[src/hw/rtl/soil_workability_sowing_day_top_macros.svh]
// Assertion macros for the RTL of the sowing-day block.
// The checks are compiled out when SYNTHESIS is defined.
`ifndef SOIL_WORKABILITY_SOWING_DAY_TOP_MACROS_SVH
`define SOIL_WORKABILITY_SOWING_DAY_TOP_MACROS_SVH

`ifndef SYNTHESIS
`define SWSD_ASSERT(name, prop) \
  name: assert property (@(posedge clk) disable iff (rst) prop) else $error("check failed");
`define SWSD_ASSERT_ALWAYS(name, prop) \
  name: assert property (@(posedge clk) prop) else $error("check failed");
`else
`define SWSD_ASSERT(name, prop)
`define SWSD_ASSERT_ALWAYS(name, prop)
`endif

`endif

[src/hw/rtl/swsd_pkg.sv]
package swsd_pkg;

  localparam int FRAC_BITS   = 12;
  localparam int RISE_POINTS = 5;
  localparam int SEGS        = RISE_POINTS - 1;
  localparam int ONE_FX      = 1 << FRAC_BITS;

  // Capillary rise table in hundredths of a cm: deficit and rise.
  typedef int tab_t [RISE_POINTS];
  typedef int seg_tab_t [SEGS];
  typedef longint rec_tab_t [SEGS];

  localparam tab_t RISE_X_HUND = '{-50, 0, 10, 40, 100};
  localparam tab_t RISE_Y_HUND = '{50, 20, 15, 10, 5};

  // Round to the nearest fixed-point step, halves away from zero.
  function automatic int scale_hund(int v);
    int a;
    int r;
    a = (v < 0) ? -v : v;
    r = (a * ONE_FX + 50) / 100;
    return (v < 0) ? -r : r;
  endfunction

  function automatic tab_t scale_tab(tab_t h);
    tab_t t;
    for (int i = 0; i < RISE_POINTS; i++) t[i] = scale_hund(h[i]);
    return t;
  endfunction

  localparam tab_t RISE_X = scale_tab(RISE_X_HUND);
  localparam tab_t RISE_Y = scale_tab(RISE_Y_HUND);

  // Per-segment span, rise step magnitude and slope direction. A segment
  // whose span is not positive holds its left value.
  function automatic seg_tab_t seg_d_tab();
    seg_tab_t t;
    int d;
    for (int i = 0; i < SEGS; i++) begin
      d = RISE_X[i+1] - RISE_X[i];
      t[i] = (d > 0) ? d : 1;
    end
    return t;
  endfunction

  function automatic seg_tab_t seg_dy_tab();
    seg_tab_t t;
    int d;
    int dy;
    for (int i = 0; i < SEGS; i++) begin
      d = RISE_X[i+1] - RISE_X[i];
      dy = RISE_Y[i+1] - RISE_Y[i];
      t[i] = (d <= 0) ? 0 : ((dy < 0) ? -dy : dy);
    end
    return t;
  endfunction

  function automatic seg_tab_t seg_neg_tab();
    seg_tab_t t;
    for (int i = 0; i < SEGS; i++) t[i] = (RISE_Y[i+1] < RISE_Y[i]) ? 1 : 0;
    return t;
  endfunction

  localparam seg_tab_t SEG_D   = seg_d_tab();
  localparam seg_tab_t SEG_DY  = seg_dy_tab();
  localparam seg_tab_t SEG_NEG = seg_neg_tab();

  function automatic int max_d();
    int m;
    m = 1;
    for (int i = 0; i < SEGS; i++) if (SEG_D[i] > m) m = SEG_D[i];
    return m;
  endfunction

  function automatic int max_dy();
    int m;
    m = 0;
    for (int i = 0; i < SEGS; i++) if (SEG_DY[i] > m) m = SEG_DY[i];
    return m;
  endfunction

  function automatic int max_y();
    int m;
    m = 0;
    for (int i = 0; i < RISE_POINTS; i++) if (RISE_Y[i] > m) m = RISE_Y[i];
    return m;
  endfunction

  // Upper bound on the dividend of the interpolation, rounding bias included.
  function automatic longint max_num();
    longint m;
    longint v;
    m = 0;
    for (int i = 0; i < SEGS; i++) begin
      v = longint'(SEG_D[i]) * longint'(SEG_DY[i]) + longint'(SEG_D[i]);
      if (v > m) m = v;
    end
    return m;
  endfunction

  localparam int X_W       = FRAC_BITS + 2;
  localparam int Y_W       = $clog2(max_y() + 2);
  localparam int DX_W      = $clog2(max_d() + 1);
  localparam int DY_W      = $clog2(max_dy() + 2);
  localparam int NUM_W     = $clog2(max_num() + 2);
  localparam int DIV_SHIFT = NUM_W + $clog2(max_d());

  // Reciprocal that makes (n * r) >> DIV_SHIFT an exact floor of n / d for
  // every dividend below 2**NUM_W.
  function automatic longint seg_recip(int i);
    return ((longint'(1) <<< DIV_SHIFT) + longint'(SEG_D[i]) - 1) / SEG_D[i];
  endfunction

  function automatic rec_tab_t recip_tab();
    rec_tab_t t;
    for (int i = 0; i < SEGS; i++) t[i] = seg_recip(i);
    return t;
  endfunction

  localparam rec_tab_t SEG_RECIP = recip_tab();

  function automatic longint max_recip();
    longint m;
    m = 1;
    for (int i = 0; i < SEGS; i++) if (SEG_RECIP[i] > m) m = SEG_RECIP[i];
    return m;
  endfunction

  localparam int REC_W = $clog2(max_recip() + 1);
  localparam int MUL_W = 32;

  localparam int REG_COUNT  = 5;
  localparam int CFG_ADDR_W = $clog2(REG_COUNT) + 2;

  typedef enum logic [CFG_ADDR_W-3:0] {
    REG_SEEP_SLOPE    = 0,
    REG_SEEP_OFFSET   = 1,
    REG_DEFICIT_LIMIT = 2,
    REG_EARLIEST_DAY  = 3,
    REG_LATEST_DAY    = 4
  } reg_idx_t;

  typedef enum logic [3:0] {
    ST_IDLE,
    ST_INTERP,
    ST_DIVIDE,
    ST_EVAP,
    ST_UPDATE,
    ST_SEEP_MUL,
    ST_SEEP,
    ST_DONE
  } seq_state_t;

  typedef struct packed {
    logic [15:0] day_index;
    logic [17:0] rainfall;
    logic [17:0] potential_evap;
  } day_beat_t;

  typedef struct packed {
    logic [17:0]        soil_evap;
    logic [30:0]        seepage;
    logic signed [31:0] excess_water;
    logic [7:0]         workable_run;
    logic               sow_now;
    logic               sown_at_latest;
  } res_beat_t;

  typedef struct packed {
    logic [12:0]        seep_slope;
    logic [12:0]        seep_offset;
    logic signed [14:0] deficit_limit;
    logic [15:0]        earliest_sow_day;
    logic [15:0]        latest_sow_day;
  } cfg_regs_t;

  typedef struct packed {
    logic [Y_W-1:0]   y0;
    logic [DX_W-1:0]  dx;
    logic [DY_W-1:0]  dy;
    logic             neg;
    logic [DX_W-1:0]  d_adj;
    logic [REC_W-1:0] recip;
  } rise_seg_t;

endpackage

[src/hw/rtl/swsd_cfg.sv]
module swsd_cfg (
  input  logic                              clk,
  input  logic                              rst,
  input  logic                              psel,
  input  logic                              penable,
  input  logic                              pwrite,
  input  logic [swsd_pkg::CFG_ADDR_W-1:0]   paddr,
  input  logic [31:0]                       pwdata,
  output logic [31:0]                       prdata,
  output logic                              pready,
  output swsd_pkg::cfg_regs_t               cfg
);
  import swsd_pkg::*;

  reg_idx_t idx;
  logic     wr_en;

  assign idx    = reg_idx_t'(paddr[CFG_ADDR_W-1:2]);
  assign wr_en  = psel && penable && pwrite;
  assign pready = 1'b1;

  always_ff @(posedge clk) begin
    if (rst) begin
      cfg.seep_slope       <= 13'd3686;
      cfg.seep_offset      <= 13'd287;
      cfg.deficit_limit    <= 15'sd0;
      cfg.earliest_sow_day <= 16'd0;
      cfg.latest_sow_day   <= 16'd15;
    end else if (wr_en) begin
      unique case (idx)
        REG_SEEP_SLOPE:    cfg.seep_slope       <= pwdata[12:0];
        REG_SEEP_OFFSET:   cfg.seep_offset      <= pwdata[12:0];
        REG_DEFICIT_LIMIT: cfg.deficit_limit    <= pwdata[14:0];
        REG_EARLIEST_DAY:  cfg.earliest_sow_day <= pwdata[15:0];
        REG_LATEST_DAY:    cfg.latest_sow_day   <= pwdata[15:0];
        default: ;
      endcase
    end
  end

  always_comb begin
    unique case (idx)
      REG_SEEP_SLOPE:    prdata = 32'(cfg.seep_slope);
      REG_SEEP_OFFSET:   prdata = 32'(cfg.seep_offset);
      REG_DEFICIT_LIMIT: prdata = 32'(cfg.deficit_limit);
      REG_EARLIEST_DAY:  prdata = 32'(cfg.earliest_sow_day);
      REG_LATEST_DAY:    prdata = 32'(cfg.latest_sow_day);
      default:           prdata = '0;
    endcase
  end

endmodule

[src/hw/rtl/swsd_rise.sv]
module swsd_rise (
  input  logic                             clk,
  input  logic                             load,
  input  logic signed [swsd_pkg::X_W-1:0]  x,
  output swsd_pkg::rise_seg_t              seg
);
  import swsd_pkg::*;

  rise_seg_t seg_next;

  // Outside the table the end value is held; that is a segment with a zero
  // offset, so the later multiply and divide passes return zero.
  always_comb begin
    seg_next.y0    = Y_W'(RISE_Y[RISE_POINTS-1]);
    seg_next.dx    = '0;
    seg_next.dy    = '0;
    seg_next.neg   = 1'b0;
    seg_next.d_adj = '0;
    seg_next.recip = '0;
    if (x <= X_W'(RISE_X[0])) begin
      seg_next.y0 = Y_W'(RISE_Y[0]);
    end else begin
      // Walk down so that the lowest segment whose right end lies above x wins.
      for (int i = SEGS - 1; i >= 0; i--) begin
        if (x < X_W'(RISE_X[i+1])) begin
          seg_next.y0    = Y_W'(RISE_Y[i]);
          seg_next.dx    = DX_W'(x - X_W'(RISE_X[i]));
          seg_next.dy    = DY_W'(SEG_DY[i]);
          seg_next.neg   = (SEG_NEG[i] != 0);
          seg_next.d_adj = DX_W'(SEG_D[i] - 1);
          seg_next.recip = REC_W'(SEG_RECIP[i]);
        end
      end
    end
  end

  always_ff @(posedge clk) begin
    if (load) begin
      seg <= seg_next;
    end
  end

endmodule

[src/hw/rtl/swsd_mul.sv]
module swsd_mul (
  input  logic                            clk,
  input  logic [swsd_pkg::MUL_W-1:0]      a,
  input  logic [swsd_pkg::MUL_W-1:0]      b,
  output logic [2*swsd_pkg::MUL_W-1:0]    p
);
  import swsd_pkg::*;

  always_ff @(posedge clk) begin
    p <= (2*MUL_W)'(a) * (2*MUL_W)'(b);
  end

endmodule

[src/hw/rtl/soil_workability_sowing_day_top.sv]
// Plow-layer water balance and sowing-day detector. Each day beat carries
// the day index, rain and potential soil evaporation in cm with 12 fraction
// bits; the block updates its excess-water store and workable-day run and
// returns one result beat per day. A day beat is accepted only while the
// sequencer is idle: its result is loaded into the output register after the
// interpolation, divide, evaporation, update, seepage-multiply and seepage
// states, once no stalled result holds it, and the next day can be taken in
// the following cycle. The steps follow the one 32x32 multiplier, which is
// used three times per day (interpolation product, reciprocal division of
// the capillary-rise slope, seepage product), with the adds and clamps
// between those passes. There is no clearing pass after reset. Configuration
// is by the APB port: seep slope at 0x0, seep offset at 0x4, deficit limit
// at 0x8, earliest sowing day at 0xC and latest sowing day at 0x10.
`include "soil_workability_sowing_day_top_macros.svh"

module soil_workability_sowing_day_top (
  input  logic                              clk,
  input  logic                              rst,
  input  logic                              day_valid,
  output logic                              day_stall,
  input  swsd_pkg::day_beat_t               day_data,
  output logic                              res_valid,
  input  logic                              res_stall,
  output swsd_pkg::res_beat_t               res_data,
  input  logic                              psel,
  input  logic                              penable,
  input  logic                              pwrite,
  input  logic [swsd_pkg::CFG_ADDR_W-1:0]   paddr,
  input  logic [31:0]                       pwdata,
  output logic [31:0]                       prdata,
  output logic                              pready
);
  import swsd_pkg::*;

  localparam int RISE_W = ((Y_W > DY_W) ? Y_W : DY_W) + 2;
  localparam int CAP_W  = ((RISE_W > 19) ? RISE_W : 19) + 1;
  localparam int SUM_W  = 34;

  localparam logic signed [31:0]      HALF_FX    = 32'(ONE_FX / 2);
  localparam logic signed [31:0]      EXC_LO     = -32'(ONE_FX);
  localparam logic signed [31:0]      EXC_HI     = 32'sh7fff_ffff;
  localparam logic signed [SUM_W-1:0] SUM_LO     = -SUM_W'(ONE_FX);
  localparam logic signed [SUM_W-1:0] SUM_HI     = SUM_W'(EXC_HI);
  localparam logic [31:0]             EXC_RESET  = 32'(2 * ONE_FX);

  cfg_regs_t  cfg;
  rise_seg_t  seg;
  seq_state_t state;
  seq_state_t state_next;

  logic [MUL_W-1:0]     mul_a;
  logic [MUL_W-1:0]     mul_b;
  logic [2*MUL_W-1:0]   mul_p;

  day_beat_t            day;
  logic signed [31:0]   excess_store;
  logic [7:0]           run_count;
  logic [17:0]          evs;
  logic signed [31:0]   wexc1;
  logic [30:0]          seep;

  logic                 accept;
  logic                 load;
  logic signed [X_W-1:0] rise_x;

  logic [DY_W-1:0]          q;
  logic signed [RISE_W-1:0] rise;
  logic signed [CAP_W-1:0]  cap;
  logic signed [CAP_W-1:0]  es0_s;
  logic [17:0]              evs_next;
  logic signed [SUM_W-1:0]  sum;
  logic signed [31:0]       wexc1_next;
  logic [32:0]              seep_raw;
  logic [30:0]              seep_next;
  logic signed [31:0]       exc_new;
  logic                     workable;
  logic [7:0]               run_next;
  logic                     at_latest;
  logic                     sow;

  swsd_cfg u_cfg (
    .clk     (clk),
    .rst     (rst),
    .psel    (psel),
    .penable (penable),
    .pwrite  (pwrite),
    .paddr   (paddr),
    .pwdata  (pwdata),
    .prdata  (prdata),
    .pready  (pready),
    .cfg     (cfg)
  );

  // The deficit is only used when the excess is below one half, where it
  // fits the table's range.
  assign rise_x = X_W'(-excess_store);

  swsd_rise u_rise (
    .clk  (clk),
    .load (accept),
    .x    (rise_x),
    .seg  (seg)
  );

  swsd_mul u_mul (
    .clk (clk),
    .a   (mul_a),
    .b   (mul_b),
    .p   (mul_p)
  );

  assign day_stall = rst || (state != ST_IDLE);
  assign accept    = day_valid && !day_stall;
  assign load      = (state == ST_DONE) && !(res_valid && res_stall);

  always_ff @(posedge clk) begin
    if (rst) begin
      state <= ST_IDLE;
    end else begin
      state <= state_next;
    end
  end

  always_comb begin
    state_next = state;
    mul_a      = '0;
    mul_b      = '0;
    unique case (state)
      ST_IDLE: begin
        if (accept) state_next = ST_INTERP;
      end
      ST_INTERP: begin
        mul_a      = MUL_W'(seg.dx);
        mul_b      = MUL_W'(seg.dy);
        state_next = ST_DIVIDE;
      end
      ST_DIVIDE: begin
        // A falling segment needs a ceiling, so bias the dividend by d - 1.
        mul_a      = MUL_W'(mul_p[NUM_W-1:0]) + (seg.neg ? MUL_W'(seg.d_adj) : '0);
        mul_b      = MUL_W'(seg.recip);
        state_next = ST_EVAP;
      end
      ST_EVAP: begin
        state_next = ST_UPDATE;
      end
      ST_UPDATE: begin
        state_next = ST_SEEP_MUL;
      end
      ST_SEEP_MUL: begin
        mul_a      = MUL_W'(wexc1[30:0]);
        mul_b      = MUL_W'(cfg.seep_slope);
        state_next = ST_SEEP;
      end
      ST_SEEP: begin
        state_next = ST_DONE;
      end
      ST_DONE: begin
        if (load) state_next = ST_IDLE;
      end
      default: state_next = ST_IDLE;
    endcase
  end

  // Evaporation: potential value on a wet layer, else capped by rise plus rain.
  always_comb begin
    q     = mul_p[DIV_SHIFT +: DY_W];
    rise  = seg.neg ? (RISE_W'(seg.y0) - RISE_W'(q)) : (RISE_W'(seg.y0) + RISE_W'(q));
    cap   = CAP_W'(rise) + CAP_W'(day.rainfall);
    es0_s = CAP_W'(day.potential_evap);
    if (excess_store >= HALF_FX) begin
      evs_next = day.potential_evap;
    end else if (cap < 0) begin
      evs_next = '0;
    end else if (es0_s < cap) begin
      evs_next = day.potential_evap;
    end else begin
      evs_next = cap[17:0];
    end
  end

  always_comb begin
    sum = SUM_W'(excess_store) + SUM_W'(day.rainfall) - SUM_W'(evs);
    if (sum < SUM_LO) begin
      wexc1_next = EXC_LO;
    end else if (sum > SUM_HI) begin
      wexc1_next = EXC_HI;
    end else begin
      wexc1_next = sum[31:0];
    end
  end

  always_comb begin
    seep_raw = 33'(mul_p[FRAC_BITS +: 32]) + 33'(cfg.seep_offset);
    if (wexc1 > 0) begin
      seep_next = (seep_raw > 33'(wexc1[30:0])) ? wexc1[30:0] : seep_raw[30:0];
    end else begin
      seep_next = '0;
    end
  end

  always_comb begin
    exc_new   = wexc1 - 32'(seep);
    workable  = exc_new <= 32'(cfg.deficit_limit);
    if (!workable) begin
      run_next = '0;
    end else if (run_count == 8'hff) begin
      run_next = run_count;
    end else begin
      run_next = run_count + 8'd1;
    end
    at_latest = day.day_index == cfg.latest_sow_day;
    sow       = ((day.day_index >= cfg.earliest_sow_day) && (run_next >= 8'd3)) || at_latest;
  end

  always_ff @(posedge clk) begin
    if (accept) day <= day_data;
    if (state == ST_EVAP) evs <= evs_next;
    if (state == ST_UPDATE) wexc1 <= wexc1_next;
    if (state == ST_SEEP) seep <= seep_next;
    if (load) begin
      res_data.soil_evap      <= evs;
      res_data.seepage        <= seep;
      res_data.excess_water   <= exc_new;
      res_data.workable_run   <= run_next;
      res_data.sow_now        <= sow;
      res_data.sown_at_latest <= sow && at_latest;
    end
  end

  always_ff @(posedge clk) begin
    if (rst) begin
      excess_store <= EXC_RESET;
      run_count    <= '0;
      res_valid    <= 1'b0;
    end else begin
      if (load) begin
        excess_store <= exc_new;
        run_count    <= run_next;
        res_valid    <= 1'b1;
      end else if (!res_stall) begin
        res_valid <= 1'b0;
      end
    end
  end

  `SWSD_ASSERT(a_accept_starts, (day_valid && !day_stall) |=> (state == ST_INTERP))
  `SWSD_ASSERT(a_done_loads, (state == ST_DONE && !(res_valid && res_stall)) |=> (res_valid && state == ST_IDLE))
  `SWSD_ASSERT(a_state_hold, (state != ST_DONE) |=> ($stable(excess_store) && $stable(run_count)))
  `SWSD_ASSERT(a_seep_bound, (state == ST_DONE && wexc1 > 0) |-> (33'(seep) <= 33'(wexc1)))
  `SWSD_ASSERT(a_excess_floor, (state == ST_DONE) |-> (exc_new >= EXC_LO))

endmodule
[config.mk]
export PLATFORM = sky130hd
export DESIGN_NAME = soil_workability_sowing_day_top
export DESIGN_NICKNAME = d
export VERILOG_FILES = /design/src/hw/rtl/swsd_pkg.sv /design/src/hw/rtl/swsd_cfg.sv /design/src/hw/rtl/swsd_rise.sv /design/src/hw/rtl/swsd_mul.sv /design/src/hw/rtl/soil_workability_sowing_day_top.sv
export VERILOG_INCLUDE_DIRS = /design/src /design/src/hw/rtl
export SDC_FILE = /design/constraint.sdc
export NUM_CORES = 2
export LEC_CHECK = 0
export BUFFER_PORTS_ARGS = -buffer_cell sky130_fd_sc_hd__clkbuf_2
export CAP_MARGIN = 20
export CORE_MARGIN = 2
export CORE_UTILIZATION = 50
export DETAILED_ROUTE_END_ITERATION = 10
export PLACE_DENSITY = 0.64
export SETUP_SLACK_MARGIN = 0.1
export SLEW_MARGIN = 20
export SYNTH_ARGS = -nofsm -noshare
export SYNTH_HDL_FRONTEND = slang
export SYNTH_SLANG_ARGS = --single-unit
[constraint.sdc]
create_clock -name clk -period 13.5 [get_ports clk]
set_input_delay 2.7 -clock clk [delete_from_list [all_inputs] [get_ports clk]]
set_output_delay 2.7 -clock clk [all_outputs]
set_load 0.01 [all_outputs]
==> flow_summary.json <==
{
  "synth_common_cells": "inv_1, fa_1, nand2_1, nor2_1, ha_1",
  "cts_setup_buffers": 0,
  "worst_ep_required_time_ps": 13990,
  "period_minus_slack_ps": 11580,
  "cts_resized": 0,
  "holdPathEnd": "u_cfg.cfg[46]",
  "die_area_sq_um": 98300,
  "swShare": 0.374,
  "die_x_um": 314,
  "drive_gt1_frac": 0.0736,
  "gp_congestion": 0.976,
  "r2r_end": "u_mul.p[44]",
  "ys.flop_type": "edfxtp_1",
  "hpwl_um": 118000,
  "synth_cells": 5358,
  "cts_hold_buf": 0,
  "yosysWarningCount": 0,
  "syn_area_sq_um": 47900,
  "setup_viol": 0,
  "drc": 0,
  "fin_worst_skew_ps": 40.1,
  "grt_antenna_before_repair": 1,
  "reg2reg_depth": 35,
  "placedCellCount": 6711,
  "core_sq_um": 95000,
  "wirelength_um": 147000,
  "avgViaCountPerCell": 5.68,
  "total_power_mw": 4.47,
  "critPathMostFrequentCell": "fa_1",
  "synth-seq-cells": 413,
  "clock-sinks": 413,
  "rr_startpoint": "u_rise.seg[33]",
  "synth_top_area_cell": "fa_1",
  "synth.most_common_cell": "inv_1",
  "fmax_mhz": 86.4,
  "rsz0062_at_grt": "no",
  "layoutNonFillerInstCount": 6793,
  "cts_buffer_depth": 3,
  "synth_top_area_frac": 0.255,
  "grt_usage": 0.302,
  "pwr_density_cell_nw_per_um2": 86.1,
  "irDropWorstVdd_mv": 0.141,
  "grt_max_degree": 96,
  "internal_power_mw": 2.80,
  "start_util": 0.504,
  "tightest_slew_ps": 1140,
  "io_buffers": 202,
  "power.switching_mw": 1.67,
  "status": "finished clean",
  "leakage_nw": 23.7,
  "slew_violations": 0,
  "cp_slowest_stage_delay_ps": 840,
  "area_growth_pct": 8.28,
  "ant_nets": 0,
  "worstPathMaxFanout": 24,
  "slew_headroom": 0.239,
  "ys_async_sr_fraction": 0,
  "cts_root_buffer": "clkbuf_16",
  "hold_violations": 0,
  "hp-class": "reg -> reg",
  "crit_arrival_ps": 12060,
  "io_pins": 222,
  "cp_slowest_cell": "edfxtp_1",
  "worst_skew_pair.late_latency_ps": 630,
  "dieHeight_um": 314,
  "fin_util": 0.546,
  "cp_top_family": "adder cells",
  "min_from": "u_cfg.cfg[46]",
  "route.vias.total": 38600,
  "wl_per_cell_um": 21.6,
  "cts_made_buffers": 43,
  "synth.area.top_cells": "fa_1, edfxtp_1, ha_1, inv_1, dfxtp_1",
  "syn_avg_cell_area_sq_um": 8.94,
  "cap_viol_max_count": 0,
  "grt_pass1_vias": 38600,
  "fin_setup_tns_ps": 0,
  "drtIter0Drc": 3631,
  "cts_tree": "yes",
  "combPwrFrac": 0.374,
  "ys_seq_area_frac": 0.225,
  "clockPowerShare": 0.295,
  "grt_overflow_total": 0,
  "synth_edf_count": 251,
  "htree_levels": 2,
  "path_clk_slew_ps": 60,
  "rrSetupSlack_ps": 1920,
  "p_seq_frac": 0.331,
  "fin_nets": 6608,
  "grt_pass1_wl_um": 227000,
  "startpoint_type": "flop",
  "synthDistinctLibCells": 95,
  "final.period_utilization": 0.858,
  "whs_path_depth": 2,
  "firstDrtPassIters": 5,
  "crit_path_end_kind": "flop",
  "rows": 113,
  "crit_buf_inv": 4,
  "path_class": "reg -> reg"
}
==> cells by family after synthesis <==
logic type	synth area share
adder cells (fa/ha/maj)	0.362
XOR/XNOR	0.0434
flip-flops	0.225
AND/OR/NAND/NOR	0.139
AO/OA/AOI/OAI	0.132
buffers and inverters	0.0942
other	0.000157
multiplexers	0.00373
==> worst min-delay path, delay by kind of cell (launching register included) <==
family             cells  cell delay (ps)
DFF                    1              310
AOI/OAI and AO/OA      1               50
and+or+nand+nor        1               50
==> power groups by stage <==
stage | Clock [mW] | Combinational [mW] | Sequential, mW
2_1_floorplan | 0 | 1.20 | 1.46
3_3_place_gp | 0 | 1.61 | 1.50
3_5_place_dp | 0 | 1.63 | 1.50
4_1_cts | 1.33 | 1.65 | 1.48
5_1_grt | 1.38 | 1.85 | 1.48
6_report | 1.32 | 1.67 | 1.48
==> cell type report <==
| cell class | count | area (sq um) |
|---|---|---|
| Antenna cell | 1 | 2.50 |
| Clock buffer | 53 | 1210 |
| Clock inverter | 27 | 332 |
| Fill cell | 8876 | 43100 |
| Inverter | 971 | 3650 |
| Multi-Input combinational cell | 3797 | 32800 |
| Sequential cell | 413 | 10800 |
| Tap cell | 1265 | 1580 |
| Timing Repair Buffer | 266 | 1500 |
==> through the flow <==
| step | hold WS [ps] | cell area (sq um) | setup slack, ps |
|---|---|---|---|
| after global routing | 476 | 51900 | 1510 |
| after floorplan | 426 | 48100 | 3980 |
| after global placement | 441 | 50300 | 2230 |
| final | 456 | 51900 | 1920 |
| after CTS | 458 | 51900 | 2150 |
| after detailed placement | 448 | 50300 | 2200 |
==> how the worst max path moves through the flow <==
stage                              start     endpoint  slack (ps)  cells after the start
final                     u_rise.seg[33]  u_mul.p[44]        1920                     35
after global routing      u_rise.seg[33]  u_mul.p[44]        1510                     35
after CTS                 u_rise.seg[33]  u_mul.p[44]        2150                     35
after detailed placement  u_rise.seg[33]  u_mul.p[44]        2200                     35
after global placement    u_rise.seg[33]  u_mul.p[44]        2230                     35
after floorplan           u_rise.seg[33]  u_mul.p[44]        3980                     35
==> placed cells by master (no fill, tap or decap), types with 92 or more instances in the layout <==
| master | instances |
|---|---|
| inv_1 | 968 |
| fa_1 | 611 |
| nand2_1 | 583 |
| nor2_1 | 495 |
| ha_1 | 409 |
| a21oi_1 | 318 |
| edfxtp_1 | 251 |
| clkbuf_2 | 201 |
| xnor2_1 | 167 |
| dfxtp_1 | 162 |
| o21ai_0 | 131 |
| a21o_1 | 92 |
==> registers in the layout (all words and copies together) (netlist names) <==
register and flops:
day 52, evs 18, excess_store 32, res_data 91, res_valid 1, run_count 8, seep 31, state 3
u_cfg.cfg 73, u_mul.p 45, u_rise.seg 27, wexc1 32
==> per-layer routing <==
metal	part of all wire	global-route usage
met5	0	0
met4	0.039	0.103
met3	0.084	0.0477
met2	0.45	0.477
met1	0.43	0.425
(Power assumes the default switching activity.)
